--- src/rtl/speck96_144_block_cipher_macros.svh ---
// Assertion helpers for the Speck 96/144 block.
`ifndef SPECK96_144_BLOCK_CIPHER_MACROS_SVH
`define SPECK96_144_BLOCK_CIPHER_MACROS_SVH

`ifndef SYNTHESIS
// Same-cycle implication
`define SPK_ASSERT_NOW(lbl, clk, rst, ante, cons) \
   lbl: assert property (@(posedge clk) disable iff (rst) (ante) |-> (cons)) \
      else $error("speck96_144 check failed");
// Next-cycle implication
`define SPK_ASSERT_NEXT(lbl, clk, rst, ante, cons) \
   lbl: assert property (@(posedge clk) disable iff (rst) (ante) |=> (cons)) \
      else $error("speck96_144 check failed");
`else
`define SPK_ASSERT_NOW(lbl, clk, rst, ante, cons)
`define SPK_ASSERT_NEXT(lbl, clk, rst, ante, cons)
`endif

`endif

--- src/rtl/spk_pkg.sv ---
package spk_pkg;

   localparam int ROUNDS    = 29;
   localparam int WORD_BITS = 48;
   localparam int CNT_BITS  = $clog2(ROUNDS);
   localparam int IDX_BITS  = 2;

   typedef logic [WORD_BITS-1:0] word_type;
   typedef logic [CNT_BITS-1:0]  cnt_type;

   typedef enum logic {
      OP_ENCRYPT = 1'b0,
      OP_DECRYPT = 1'b1
   } op_type;

   typedef enum logic [IDX_BITS-1:0] {
      REG_KEY0 = 2'd0,
      REG_KEY1 = 2'd1,
      REG_KEY2 = 2'd2
   } reg_idx_type;

   typedef enum logic [2:0] {
      ST_IDLE,
      ST_EXPAND,
      ST_PREP,
      ST_RUN,
      ST_HOLD
   } state_type;

   // Controls from the sequencer to the datapath
   typedef struct packed {
      logic    exp_step;
      logic    run_step;
      logic    decrypt;
      logic    out_load;
      logic    out_from_rnd;
      logic    set_ready;
      logic    ram_we;
      logic    wr_key0;
      cnt_type ram_waddr;
      cnt_type ram_raddr;
      cnt_type cnt;
   } ctrl_type;

endpackage

--- src/rtl/speck96_144_block_cipher.sv ---
// Speck 96/144: one item per block, one shared round unit, one round per cycle.
// With expanded keys the result is registered on the last round, or once the
// output is free; new items are taken only in idle, so items never overlap.
// After a key write the first item also runs the 28-step schedule through the
// same round unit, then a key-fetch state before the rounds start.
// Synchronous active-high reset clears control and key registers; no clearing pass.
`include "speck96_144_block_cipher_macros.svh"

module speck96_144_block_cipher (
   input  logic                               clock,
   input  logic                               reset,
   input  logic                               req_tvalid,
   output logic                               req_tready,
   input  logic [95:0]                        req_tdata,  // block_x, block_y
   input  logic                               req_tuser,  // req_type
   output logic                               rsp_tvalid,
   input  logic                               rsp_tready,
   output logic [95:0]                        rsp_tdata,  // out_x, out_y
   input  logic                               csr_we,
   input  logic [spk_pkg::IDX_BITS-1:0]       csr_index,
   input  logic [spk_pkg::WORD_BITS-1:0]      csr_wdata
);

   localparam int W = spk_pkg::WORD_BITS;

   spk_pkg::ctrl_type ctrl;
   logic              idle;
   logic              req_fire;
   logic              rsp_free;

   spk_pkg::word_type key0_ff, key1_ff, key2_ff;
   logic              keys_ready_ff;
   spk_pkg::word_type x_ff, y_ff;
   spk_pkg::word_type k_ff, la_ff, lb_ff;
   spk_pkg::word_type out_x_ff, out_y_ff;
   logic              rsp_valid_ff;

   spk_pkg::word_type rnd_x, rnd_y, rnd_k, rnd_nx, rnd_ny;
   spk_pkg::word_type ram_wdata, ram_rdata;

   assign req_tready = idle;
   assign req_fire   = req_tvalid && req_tready;
   assign rsp_free   = !rsp_valid_ff || rsp_tready;

   spk_ctrl u_ctrl (
      .clock      (clock),
      .reset      (reset),
      .req_fire   (req_fire),
      .req_op     (req_tuser),
      .keys_ready (keys_ready_ff),
      .rsp_free   (rsp_free),
      .idle       (idle),
      .ctrl       (ctrl)
   );

   // Schedule step reuses the forward round: x = l[i], y = k[i], key = i
   assign rnd_x = ctrl.exp_step ? la_ff : x_ff;
   assign rnd_y = ctrl.exp_step ? k_ff  : y_ff;
   assign rnd_k = ctrl.exp_step ? {{(W - spk_pkg::CNT_BITS){1'b0}}, ctrl.cnt} : ram_rdata;

   spk_round u_round (
      .x       (rnd_x),
      .y       (rnd_y),
      .k       (rnd_k),
      .decrypt (ctrl.decrypt),
      .nx      (rnd_nx),
      .ny      (rnd_ny)
   );

   assign ram_wdata = ctrl.wr_key0 ? key0_ff : rnd_ny;

   spk_ram #(
      .WIDTH (W),
      .DEPTH (spk_pkg::ROUNDS)
   ) u_keys (
      .clock (clock),
      .we    (ctrl.ram_we),
      .waddr (ctrl.ram_waddr),
      .wdata (ram_wdata),
      .raddr (ctrl.ram_raddr),
      .rdata (ram_rdata)
   );

   // Key registers and the expanded flag
   always_ff @(posedge clock) begin
      if (reset) begin
         key0_ff       <= '0;
         key1_ff       <= '0;
         key2_ff       <= '0;
         keys_ready_ff <= 1'b0;
      end else begin
         if (csr_we) begin
            case (csr_index)
               spk_pkg::REG_KEY0: begin
                  key0_ff       <= csr_wdata;
                  keys_ready_ff <= 1'b0;
               end
               spk_pkg::REG_KEY1: begin
                  key1_ff       <= csr_wdata;
                  keys_ready_ff <= 1'b0;
               end
               spk_pkg::REG_KEY2: begin
                  key2_ff       <= csr_wdata;
                  keys_ready_ff <= 1'b0;
               end
               default: begin
                  keys_ready_ff <= keys_ready_ff;
               end
            endcase
         end else if (ctrl.set_ready) begin
            keys_ready_ff <= 1'b1;
         end
      end
   end

   // Block and schedule words
   always_ff @(posedge clock) begin
      if (req_fire) begin
         x_ff  <= req_tdata[W-1:0];
         y_ff  <= req_tdata[2*W-1:W];
         k_ff  <= key0_ff;
         la_ff <= key1_ff;
         lb_ff <= key2_ff;
      end else if (ctrl.exp_step) begin
         la_ff <= lb_ff;
         lb_ff <= rnd_nx;
         k_ff  <= rnd_ny;
      end else if (ctrl.run_step) begin
         x_ff <= rnd_nx;
         y_ff <= rnd_ny;
      end
   end

   // Output register
   always_ff @(posedge clock) begin
      if (reset) begin
         rsp_valid_ff <= 1'b0;
      end else if (ctrl.out_load) begin
         rsp_valid_ff <= 1'b1;
      end else if (rsp_tready) begin
         rsp_valid_ff <= 1'b0;
      end
      if (ctrl.out_load) begin
         out_x_ff <= ctrl.out_from_rnd ? rnd_nx : x_ff;
         out_y_ff <= ctrl.out_from_rnd ? rnd_ny : y_ff;
      end
   end

   assign rsp_tvalid = rsp_valid_ff;
   assign rsp_tdata  = {out_y_ff, out_x_ff};

   // Never overwrite a result that still waits
   `SPK_ASSERT_NOW(a_no_overwrite, clock, reset, ctrl.out_load, !rsp_valid_ff || rsp_tready)
   // Rounds only run on an expanded schedule
   `SPK_ASSERT_NOW(a_run_keys, clock, reset, ctrl.run_step, keys_ready_ff)
   // An item taken with stale keys starts the expansion
   `SPK_ASSERT_NEXT(a_expand, clock, reset, req_fire && !keys_ready_ff, ctrl.exp_step)

endmodule

--- src/rtl/spk_ram.sv ---
module spk_ram #(
   parameter int WIDTH = 48,
   parameter int DEPTH = 29
) (
   input  logic                     clock,
   input  logic                     we,
   input  logic [$clog2(DEPTH)-1:0] waddr,
   input  logic [WIDTH-1:0]         wdata,
   input  logic [$clog2(DEPTH)-1:0] raddr,
   output logic [WIDTH-1:0]         rdata
);

   logic [WIDTH-1:0] mem_ff [DEPTH];
   logic [WIDTH-1:0] rdata_ff;

   // Write port and registered read port
   always_ff @(posedge clock) begin
      if (we) begin
         mem_ff[waddr] <= wdata;
      end
      rdata_ff <= mem_ff[raddr];
   end

   assign rdata = rdata_ff;

endmodule

--- src/rtl/spk_round.sv ---
module spk_round (
   input  spk_pkg::word_type x,
   input  spk_pkg::word_type y,
   input  spk_pkg::word_type k,
   input  logic              decrypt,
   output spk_pkg::word_type nx,
   output spk_pkg::word_type ny
);

   localparam int W = spk_pkg::WORD_BITS;

   spk_pkg::word_type enc_x;
   spk_pkg::word_type enc_y;
   spk_pkg::word_type dec_x;
   spk_pkg::word_type dec_y;
   spk_pkg::word_type dec_sum;
   spk_pkg::word_type dec_diff;

   // Forward round: x = (ror8(x) + y) ^ k, y = rol3(y) ^ x
   assign enc_x = ({x[7:0], x[W-1:8]} + y) ^ k;
   assign enc_y = {y[W-4:0], y[W-1:W-3]} ^ enc_x;

   // Inverse round: y = ror3(x ^ y), x = rol8((x ^ k) - y)
   assign dec_sum  = x ^ y;
   assign dec_y    = {dec_sum[2:0], dec_sum[W-1:3]};
   assign dec_diff = (x ^ k) - dec_y;
   assign dec_x    = {dec_diff[W-9:0], dec_diff[W-1:W-8]};

   assign nx = decrypt ? dec_x : enc_x;
   assign ny = decrypt ? dec_y : enc_y;

endmodule

--- src/rtl/spk_ctrl.sv ---
module spk_ctrl (
   input  logic              clock,
   input  logic              reset,
   input  logic              req_fire,
   input  logic              req_op,
   input  logic              keys_ready,
   input  logic              rsp_free,
   output logic              idle,
   output spk_pkg::ctrl_type ctrl
);

   localparam spk_pkg::cnt_type LAST_EXP = spk_pkg::CNT_BITS'(spk_pkg::ROUNDS - 2);
   localparam spk_pkg::cnt_type LAST_RUN = spk_pkg::CNT_BITS'(spk_pkg::ROUNDS - 1);

   spk_pkg::state_type state_ff, state_in;
   spk_pkg::cnt_type   cnt_ff, cnt_in;
   spk_pkg::op_type    op_ff, op_in;

   logic last_exp;
   logic last_run;

   // Key index of the first round for an operation
   function automatic spk_pkg::cnt_type first_idx(input spk_pkg::op_type op);
      return (op == spk_pkg::OP_DECRYPT) ? LAST_RUN : '0;
   endfunction

   assign last_exp = (cnt_ff == LAST_EXP);
   assign last_run = (cnt_ff == LAST_RUN);

   // Next state and round counter
   always_comb begin
      state_in = state_ff;
      cnt_in   = '0;
      op_in    = op_ff;
      case (state_ff)
         spk_pkg::ST_IDLE: begin
            if (req_fire) begin
               op_in    = spk_pkg::op_type'(req_op);
               state_in = keys_ready ? spk_pkg::ST_RUN : spk_pkg::ST_EXPAND;
            end
         end
         spk_pkg::ST_EXPAND: begin
            if (last_exp) begin
               state_in = spk_pkg::ST_PREP;
            end else begin
               cnt_in = cnt_ff + 1'b1;
            end
         end
         spk_pkg::ST_PREP: begin
            state_in = spk_pkg::ST_RUN;
         end
         spk_pkg::ST_RUN: begin
            if (last_run) begin
               state_in = rsp_free ? spk_pkg::ST_IDLE : spk_pkg::ST_HOLD;
            end else begin
               cnt_in = cnt_ff + 1'b1;
            end
         end
         spk_pkg::ST_HOLD: begin
            if (rsp_free) begin
               state_in = spk_pkg::ST_IDLE;
            end
         end
         default: begin
            state_in = spk_pkg::ST_IDLE;
         end
      endcase
   end

   // Datapath controls
   always_comb begin
      ctrl              = '0;
      ctrl.cnt          = cnt_ff;
      ctrl.decrypt      = (op_ff == spk_pkg::OP_DECRYPT);
      idle              = 1'b0;
      case (state_ff)
         spk_pkg::ST_IDLE: begin
            idle           = 1'b1;
            ctrl.ram_raddr = first_idx(spk_pkg::op_type'(req_op));
            // Store round key zero as the expansion starts
            ctrl.ram_we    = req_fire && !keys_ready;
            ctrl.wr_key0   = 1'b1;
         end
         spk_pkg::ST_EXPAND: begin
            ctrl.exp_step  = 1'b1;
            ctrl.decrypt   = 1'b0;
            ctrl.ram_we    = 1'b1;
            ctrl.ram_waddr = cnt_ff + 1'b1;
            ctrl.set_ready = last_exp;
         end
         spk_pkg::ST_PREP: begin
            ctrl.ram_raddr = first_idx(op_ff);
         end
         spk_pkg::ST_RUN: begin
            ctrl.run_step     = 1'b1;
            ctrl.out_load     = last_run && rsp_free;
            ctrl.out_from_rnd = 1'b1;
            ctrl.ram_raddr    = (op_ff == spk_pkg::OP_DECRYPT) ? (LAST_EXP - cnt_ff)
                                                               : (cnt_ff + 1'b1);
         end
         spk_pkg::ST_HOLD: begin
            ctrl.out_load = rsp_free;
         end
         default: begin
            idle = 1'b0;
         end
      endcase
   end

   // Sequencer registers
   always_ff @(posedge clock) begin
      if (reset) begin
         state_ff <= spk_pkg::ST_IDLE;
         cnt_ff   <= '0;
      end else begin
         state_ff <= state_in;
         cnt_ff   <= cnt_in;
      end
      op_ff <= op_in;
   end

endmodule

--- config.mk ---
export PLATFORM = sky130hd
export DESIGN_NAME = speck96_144_block_cipher
export DESIGN_NICKNAME = d
export VERILOG_FILES = /design/src/rtl/spk_pkg.sv /design/src/rtl/speck96_144_block_cipher.sv /design/src/rtl/spk_ram.sv /design/src/rtl/spk_round.sv /design/src/rtl/spk_ctrl.sv
export VERILOG_INCLUDE_DIRS = /design/src /design/src/rtl
export SDC_FILE = /design/constraint.sdc
export NUM_CORES = 2
export LEC_CHECK = 0
export BUFFER_PORTS_ARGS = -buffer_cell sky130_fd_sc_hd__buf_4
export CORE_UTILIZATION = 40
export DETAILED_ROUTE_END_ITERATION = 7
export GPL_TIMING_DRIVEN = 1
export PLACE_DENSITY_LB_ADDON = 0.12
export REMOVE_ABC_BUFFERS = 1
export SLEW_MARGIN = 0
export SYNTH_ARGS = -nofsm -noshare
export SYNTH_HDL_FRONTEND = slang
export SYNTH_SLANG_ARGS = --single-unit
--- constraint.sdc ---
create_clock -name clock -period 18.5 [get_ports clock]
set_input_delay 1.85 -clock clock [delete_from_list [all_inputs] [get_ports clock]]
set_output_delay 1.85 -clock clock [all_outputs]
set_load 0.01 [all_outputs]
== Word level (Yosys, flattened, before mapping) ==
Memory sizes are Yosys's and may differ from the RTL's. A register that Yosys moved wholly into a read port is not among the register bits.
Cells that the tools add are included.

* Memories: 1
* Input port bits: 152
* RAM bits: 1392
* Logic and storage cells: 103
* Output and inout bits: 98
* Register bits: 491

* Reductions and logical operators: 18
* $add $sub $neg: 4
* Bitwise gates (word level): 4
* Mux-type cells: 47
* Equality and inequality tests: 14

{| class="wikitable"
|+ Memory list
! memory !! words !! bits a word !! read ports !! clocked after Yosys merged registers in !! wr ports !! line !! source
|-
| u_keys.mem_ff || 29 || 48 || 1 || 1 || 1 || spk_ram.sv:13 || <nowiki>logic [WIDTH-1:0] mem_ff [DEPTH];</nowiki>
|}

{| class="wikitable"
|+ Operators with widths
! operator !! count
|-
| $mux W48 || 18
|-
| $xor A48 B48 Y48 || 4
|-
| $add A48 B48 Y48 || 1
|-
| $sub A48 B48 Y48 || 1
|-
| $mux W5 || 6
|-
| $mux W3 || 5
|-
| $pmux W3 S5 || 1
|-
| $pmux W5 S3 || 1
|-
| $mux W1 || 12
|-
| $eq A5 B5 Y1 const B || 2
|-
| $ne A2 B1 Y1 const B || 5
|-
| $pmux W5 S2 || 1
|-
| $reduce_and A2 Y1 || 5
|-
| $eq A3 B2 Y1 const B || 2
|-
| $reduce_bool A2 Y1 || 3
|-
| $add A5 B1 Y5 const B || 1
|-
| $sub A5 B5 Y5 const A || 1
|-
| $pmux W1 S2 || 2
|-
| $reduce_and A4 Y1 || 1
|-
| $eq A3 B1 Y1 const B || 1
|-
| $eq A3 B3 Y1 const B || 1
|-
| $logic_and A1 B1 Y1 || 3
|-
| $logic_not A3 Y1 || 1
|-
| $reduce_or A3 Y1 || 1
|-
| other kinds (7) || 8
|}

== Logic depth before layout (Yosys ltp) ==
* Depth in word-level cells: 10
* Depth in mapped cells: 23
* Gate-level depth less buffers: 17

== Cells and area by module ==
A second synthesis with hierarchy kept.

* Cell total of the unflattened synthesis: 5178
* Area, all modules: 84538.6 µm²

{| class="wikitable"
|+ Modules (own cells, without submodules)
! module !! cells an instance !! times used !! area an instance (µm²) !! sequential area each (µm²)
|-
| spk_ram || 2497 || 1 || 53807.9 || 42761.0
|-
| speck96_144_block_cipher || 1456 || 1 || 21952.3 || 13012.5
|-
| spk_round || 1138 || 1 || 8064.0 || 0.0
|-
| spk_ctrl || 87 || 1 || 714.4 || 190.2
|}

== Worst setup path before layout ==
Ideal clock, no wire load.

* Kind: register to register
* Start point: reg u_ctrl.state_ff[0]
* End point: reg k_ff[0] (enable)
* Cell stages (with the launch flop): 9
* Arrival time: 8825 ps
* Setup slack: 8462 ps
* Period minus slack after synthesis: 10038 ps
* Buffers on the path: 5
* Setup time: 1214 ps
* Data required time: 17286 ps
* Cell sequence: dfxtp_1 > buf_4 > nor3b_4 > inv_2 > clkbuf_1 > clkbuf_1 > clkbuf_1 > clkbuf_1 > nand2_1

* Word-level cells in the longest chain between the ends: 4
* Elaborated cells on any way between the ends: 6
* Classes of those cells: eq/ne: 1; mux: 2; reduce/logical: 3

{| class="wikitable"
|+ RTL lines
! item !! line !! source
|-
| start, declared || spk_ctrl.sv:15 || <nowiki>spk_pkg::state_type state_ff, state_in;</nowiki>
|-
| start signal, assigned || spk_ctrl.sv:113 || <nowiki>state_ff <= spk_pkg::ST_IDLE;</nowiki>
|-
| start signal, assigned || spk_ctrl.sv:116 || <nowiki>state_ff <= state_in;</nowiki>
|-
| $logic_not A3 Y1 || spk_ctrl.sv:76 || <nowiki>case (state_ff)</nowiki>
|-
| $mux W1 || spk_ctrl.sv:76 ||
|-
| $logic_and A1 B1 Y1 || speck96_144_block_cipher.sv:42 || <nowiki>assign req_fire = req_tvalid && req_tready;</nowiki>
|-
| $reduce_bool A2 Y1 (no line) * || n/a ||
|-
| end signal, assigned || speck96_144_block_cipher.sv:121 || <nowiki>k_ff <= key0_ff;</nowiki>
|-
| end signal, assigned || speck96_144_block_cipher.sv:127 || <nowiki>k_ff <= rnd_ny;</nowiki>
|-
| end, declared || speck96_144_block_cipher.sv:34 || <nowiki>spk_pkg::word_type k_ff, la_ff, lb_ff;</nowiki>
|}

Mark *: on every way between the ends. The rest lies on a longest branch, timed or not.
A chain may end at the register's enable or synchronous reset.

== Worst setup path in the final report ==
* Start point: reg u_ctrl.state_ff[2]
* End point: mem u_keys.mem_ff[15][44], data pin

* Word-level cells in the longest chain between the ends: 8
* Elaborated cells on any way between the ends: 14
* Classes of those cells: add/sub: 1; eq/ne: 1; mux: 8; bitwise: 3; reduce/logical: 1

{| class="wikitable"
|+ RTL lines
! item !! line !! source
|-
| $eq A3 B1 Y1 || spk_ctrl.sv:76 ||
|-
| $mux W1 || spk_ctrl.sv:76 ||
|-
| $mux W48, on equally long branches || speck96_144_block_cipher.sv:57, speck96_144_block_cipher.sv:58 ||
|-
| $add A48 B48 Y48 || spk_round.sv:20 || <nowiki>assign enc_x = ({x[7:0], x[W-1:8]} + y) ^ k;</nowiki>
|-
| $xor A48 B48 Y48 || spk_round.sv:20 ||
|-
| $xor A48 B48 Y48 || spk_round.sv:21 || <nowiki>assign enc_y = {y[W-4:0], y[W-1:W-3]} ^ enc_x;</nowiki>
|-
| $mux W48 || spk_round.sv:30 || <nowiki>assign ny = decrypt ? dec_y : enc_y;</nowiki>
|-
| $mux W48 * || speck96_144_block_cipher.sv:70 || <nowiki>assign ram_wdata = ctrl.wr_key0 ? key0_ff : rnd_ny;</nowiki>
|-
| net ram_wdata[44] || speck96_144_block_cipher.sv:39 || <nowiki>spk_pkg::word_type ram_wdata, ram_rdata;</nowiki>
|-
| end, declared || spk_ram.sv:13 ||
|}

The timed path passes the listed nets; every way through them passes the cells marked *.

==> impl_metrics.tcl <==
set metrics [dict create \
    status "completed" \
    required_ps 19170 \
    clockBufferDepth 3 \
    yosysTopAreaCellShare 0.609 \
    layout-drive-gt1-share 0.131 \
    wl_per_cell_um 30.5 \
    grt_pass1_vias 56800 \
    cpPeakStageDelay_ps 880 \
    antenna_found_initial 22 \
    relSlewSlack 0.236 \
    core_area_um2 212000 \
    viasPerCell 5.93 \
    crit_end "u_keys.mem_ff[15][44]" \
    dp.cells 9743 \
    cp.arrival_ps 7750 \
    initial_utilization 0.403 \
    cap_violations 0 \
    fin_crit_ps 7070 \
    cts_tree "done" \
    r2r_slack_ps 11430 \
    setup_violations 0 \
    cts.clk_slew.worst_paths_ps 60 \
    synth_most_common_cell "edfxtp_1" \
    cp-startpoint "u_ctrl.state_ff[2]" \
    grt_pass1_wl_um 433000 \
    path_max_fanout 102 \
    syn_area_um2 85300 \
    synth_area_leader_cell "edfxtp_1" \
    timing.rr.end "u_keys.mem_ff[15][44]" \
    dieHeight_um 464 \
    yosys-top-cells-area "edfxtp_1 61%, nand2_1 6.3%, dfxtp_1 4.7%" \
    dr.pass1.iters 6 \
    synth_common_cells "1,729 x edfxtp_1, 1,441 x nand2_1, 528 x a21oi_1, 431 x clkbuf_1, 369 x o21ai_0" \
    start_kind "register" \
    ys_types 76 \
    hold_path_class "reg -> reg" \
    drt_iter0_drc 7609 \
    ys_async_sr_fraction 0 \
    seq_area_frac_synth 0.656 \
    grt_util_all_layers 0.281 \
    dpl.hpwl_um 188000 \
    hold_violations 0 \
    finalNetCount 7382 \
    drc 0 \
    slew_violations 0 \
    num_vias 60100 \
    grt-ovfl-total 0 \
    postCtsSetupBuffers 0 \
    period_share 0.382 \
    io_buffers 249 \
    dieArea_um2 215000 \
    ctsHtreeMaxLevel 4 \
    clockRootBuffer "clkbuf_16" \
    hold_buffers 0 \
    grt_max_degree 162 \
    reg2reg_depth 20 \
    routabilityCongestion 0.944 \
    crit_top_cell "buf_4" \
    finalNonFillerCells 10100 \
    die_x_um 464 \
    drt-total-wl_um 309000 \
    finalClockSkew_ps 44.4 \
    netlist_instances 6996 \
    final_antenna_net_count 0 \
    r2r-start "u_ctrl.state_ff[2]" \
    ys.flop_type "edfxtp_1" \
    worstPathCellList "nor3b_4 -> inv_8 -> buf_4 -> nand2_1 -> nand2_1 -> ha_1 -> fa_1 -> a211oi_1 -> o21ai_1 -> nand4_1 -> a2111oi_2 -> o21ai_0 -> o31ai_1 -> a21oi_1 -> xnor2_1 -> xnor2_1 -> o21ai_0 -> buf_4 -> a21oi_1 -> buf_4" \
    fmax_ghz 0.141 \
    rsz0062_at_grt "no" \
    synth_edf_count 1729 \
    worstMarginPinSlew_ps 1150 \
    io_pins 250 \
    area_growth_syn_to_layout_pct 14.1 \
    ys_seq_elements 1931 \
    yosysWarnings 0 \
    end_kind "register" \
    cts_buffers 206 \
    std_cell_rows 169 \
    clkSinkCount 1931 \
    post-route-util 0.459 \
    cts-resized-gates 0 \
    clkLatencyLatePin_ps 880 \
    slowest_stage "o31ai_1" \
    postSynthAreaPerCell_um2 12.2 \
    crit_type "reg -> reg" \
]
==> cell usage in the layout (no fill, tap or decap), types with 96 or more instances in the layout <==
cell type,netlist,routed
a311oi_1,146,146
nor2_1,261,228
a21oi_1,528,528
xnor2_1,234,234
nand2_1,1441,1437
buf_4,1,410
dfxtp_1,202,201
o22ai_1,104,104
edfxtp_1,1729,1729
nand3_1,177,177
clkbuf_16,0,207
o211ai_1,256,256
or3_1,159,158
o21ai_0,369,330
mux4_2,96,96
ha_1,98,98
==> worst min path at each step <==
stage	from	end	slack, ps	cells after the start
finish	key1_ff[19]	key1_ff[19]	450	2
global route	key1_ff[8]	key1_ff[8]	470	2
CTS	key1_ff[19]	key1_ff[19]	450	2
detailed placement	key1_ff[19]	key1_ff[19]	450	2
global placement	key2_ff[13]	key2_ff[13]	440	2
floorplan	key1_ff[0]	key1_ff[0]	430	2
==> layout make-up <==
| type | count | area (um^2) |
|---|---|---|
| Clock buffer | 296 | 5770 |
| Clock inverter | 91 | 943 |
| Timing Repair Buffer | 421 | 3290 |
| Antenna cell | 4 | 10.0 |
| Tap cell | 2821 | 3530 |
| Fill cell | 19400 | 115000 |
| Sequential cell | 1931 | 56000 |
| Multi-Input combinational cell | 4480 | 27500 |
| Inverter | 90 | 368 |
==> metrics by stage <==
stage          setup slack [ps]  hold WS [ps]  instance area [um^2]  TNS (ps)
2_1_floorplan             -6100           431                 83400   -292660
3_3_place_gp              11400           442                 90600         0
3_5_place_dp              11420           447                 90600         0
4_1_cts                   11380           453                 97300         0
5_1_grt                   10970           468                 97300         0
6_report                  11430           453                 97300         0
==> metal layers <==
metal	vias up	track usage	share of wire
met2	2698	0.441	0.46
met3	365	0.0434	0.081
li1	26400	-	-
met4	4	0.0672	0.023
met5	-	0	0.000074
met1	30700	0.407	0.43
==> state kept, by name, indices dropped and copies added (netlist names) <==
register	flops
u_ctrl.op_ff	1
keys_ready_ff	1
out_x_ff	48
u_ctrl.state_ff	3
u_ctrl.cnt_ff	5
key0_ff	48
k_ff	48
lb_ff	48
out_y_ff	48
x_ff	48
rsp_tvalid	1
y_ff	48
u_keys.mem_ff	1392
u_keys.rdata	48
key1_ff	48
la_ff	48
key2_ff	48
==> worst max-delay path, delay by kind of cell (launching register included) <==
kind / cells / cell delay, ps
AOI/OAI and AO/OA: 8 / 2820
buffers and inverters: 4 / 1800
and+or+nand+nor: 4 / 640
DFF: 1 / 600
adders and majority gates: 2 / 490
xor gates and xnor gates: 2 / 460
==> cell families after synthesis <==
| logic type | count (synthesis) | share of synthesized area |
|---|---|---|
| compound gates | 1701 | 0.125 |
| xor+xnor | 281 | 0.0289 |
| fa+ha+maj | 102 | 0.0151 |
| buf+inv | 585 | 0.0259 |
| flops | 1931 | 0.656 |
| mux | 232 | 0.0424 |
| simple gates | 2164 | 0.106 |
Power is left out: the tool's default activity adds up to more than one toggle a clock period on the data nets, which glitch-free logic cannot reach.
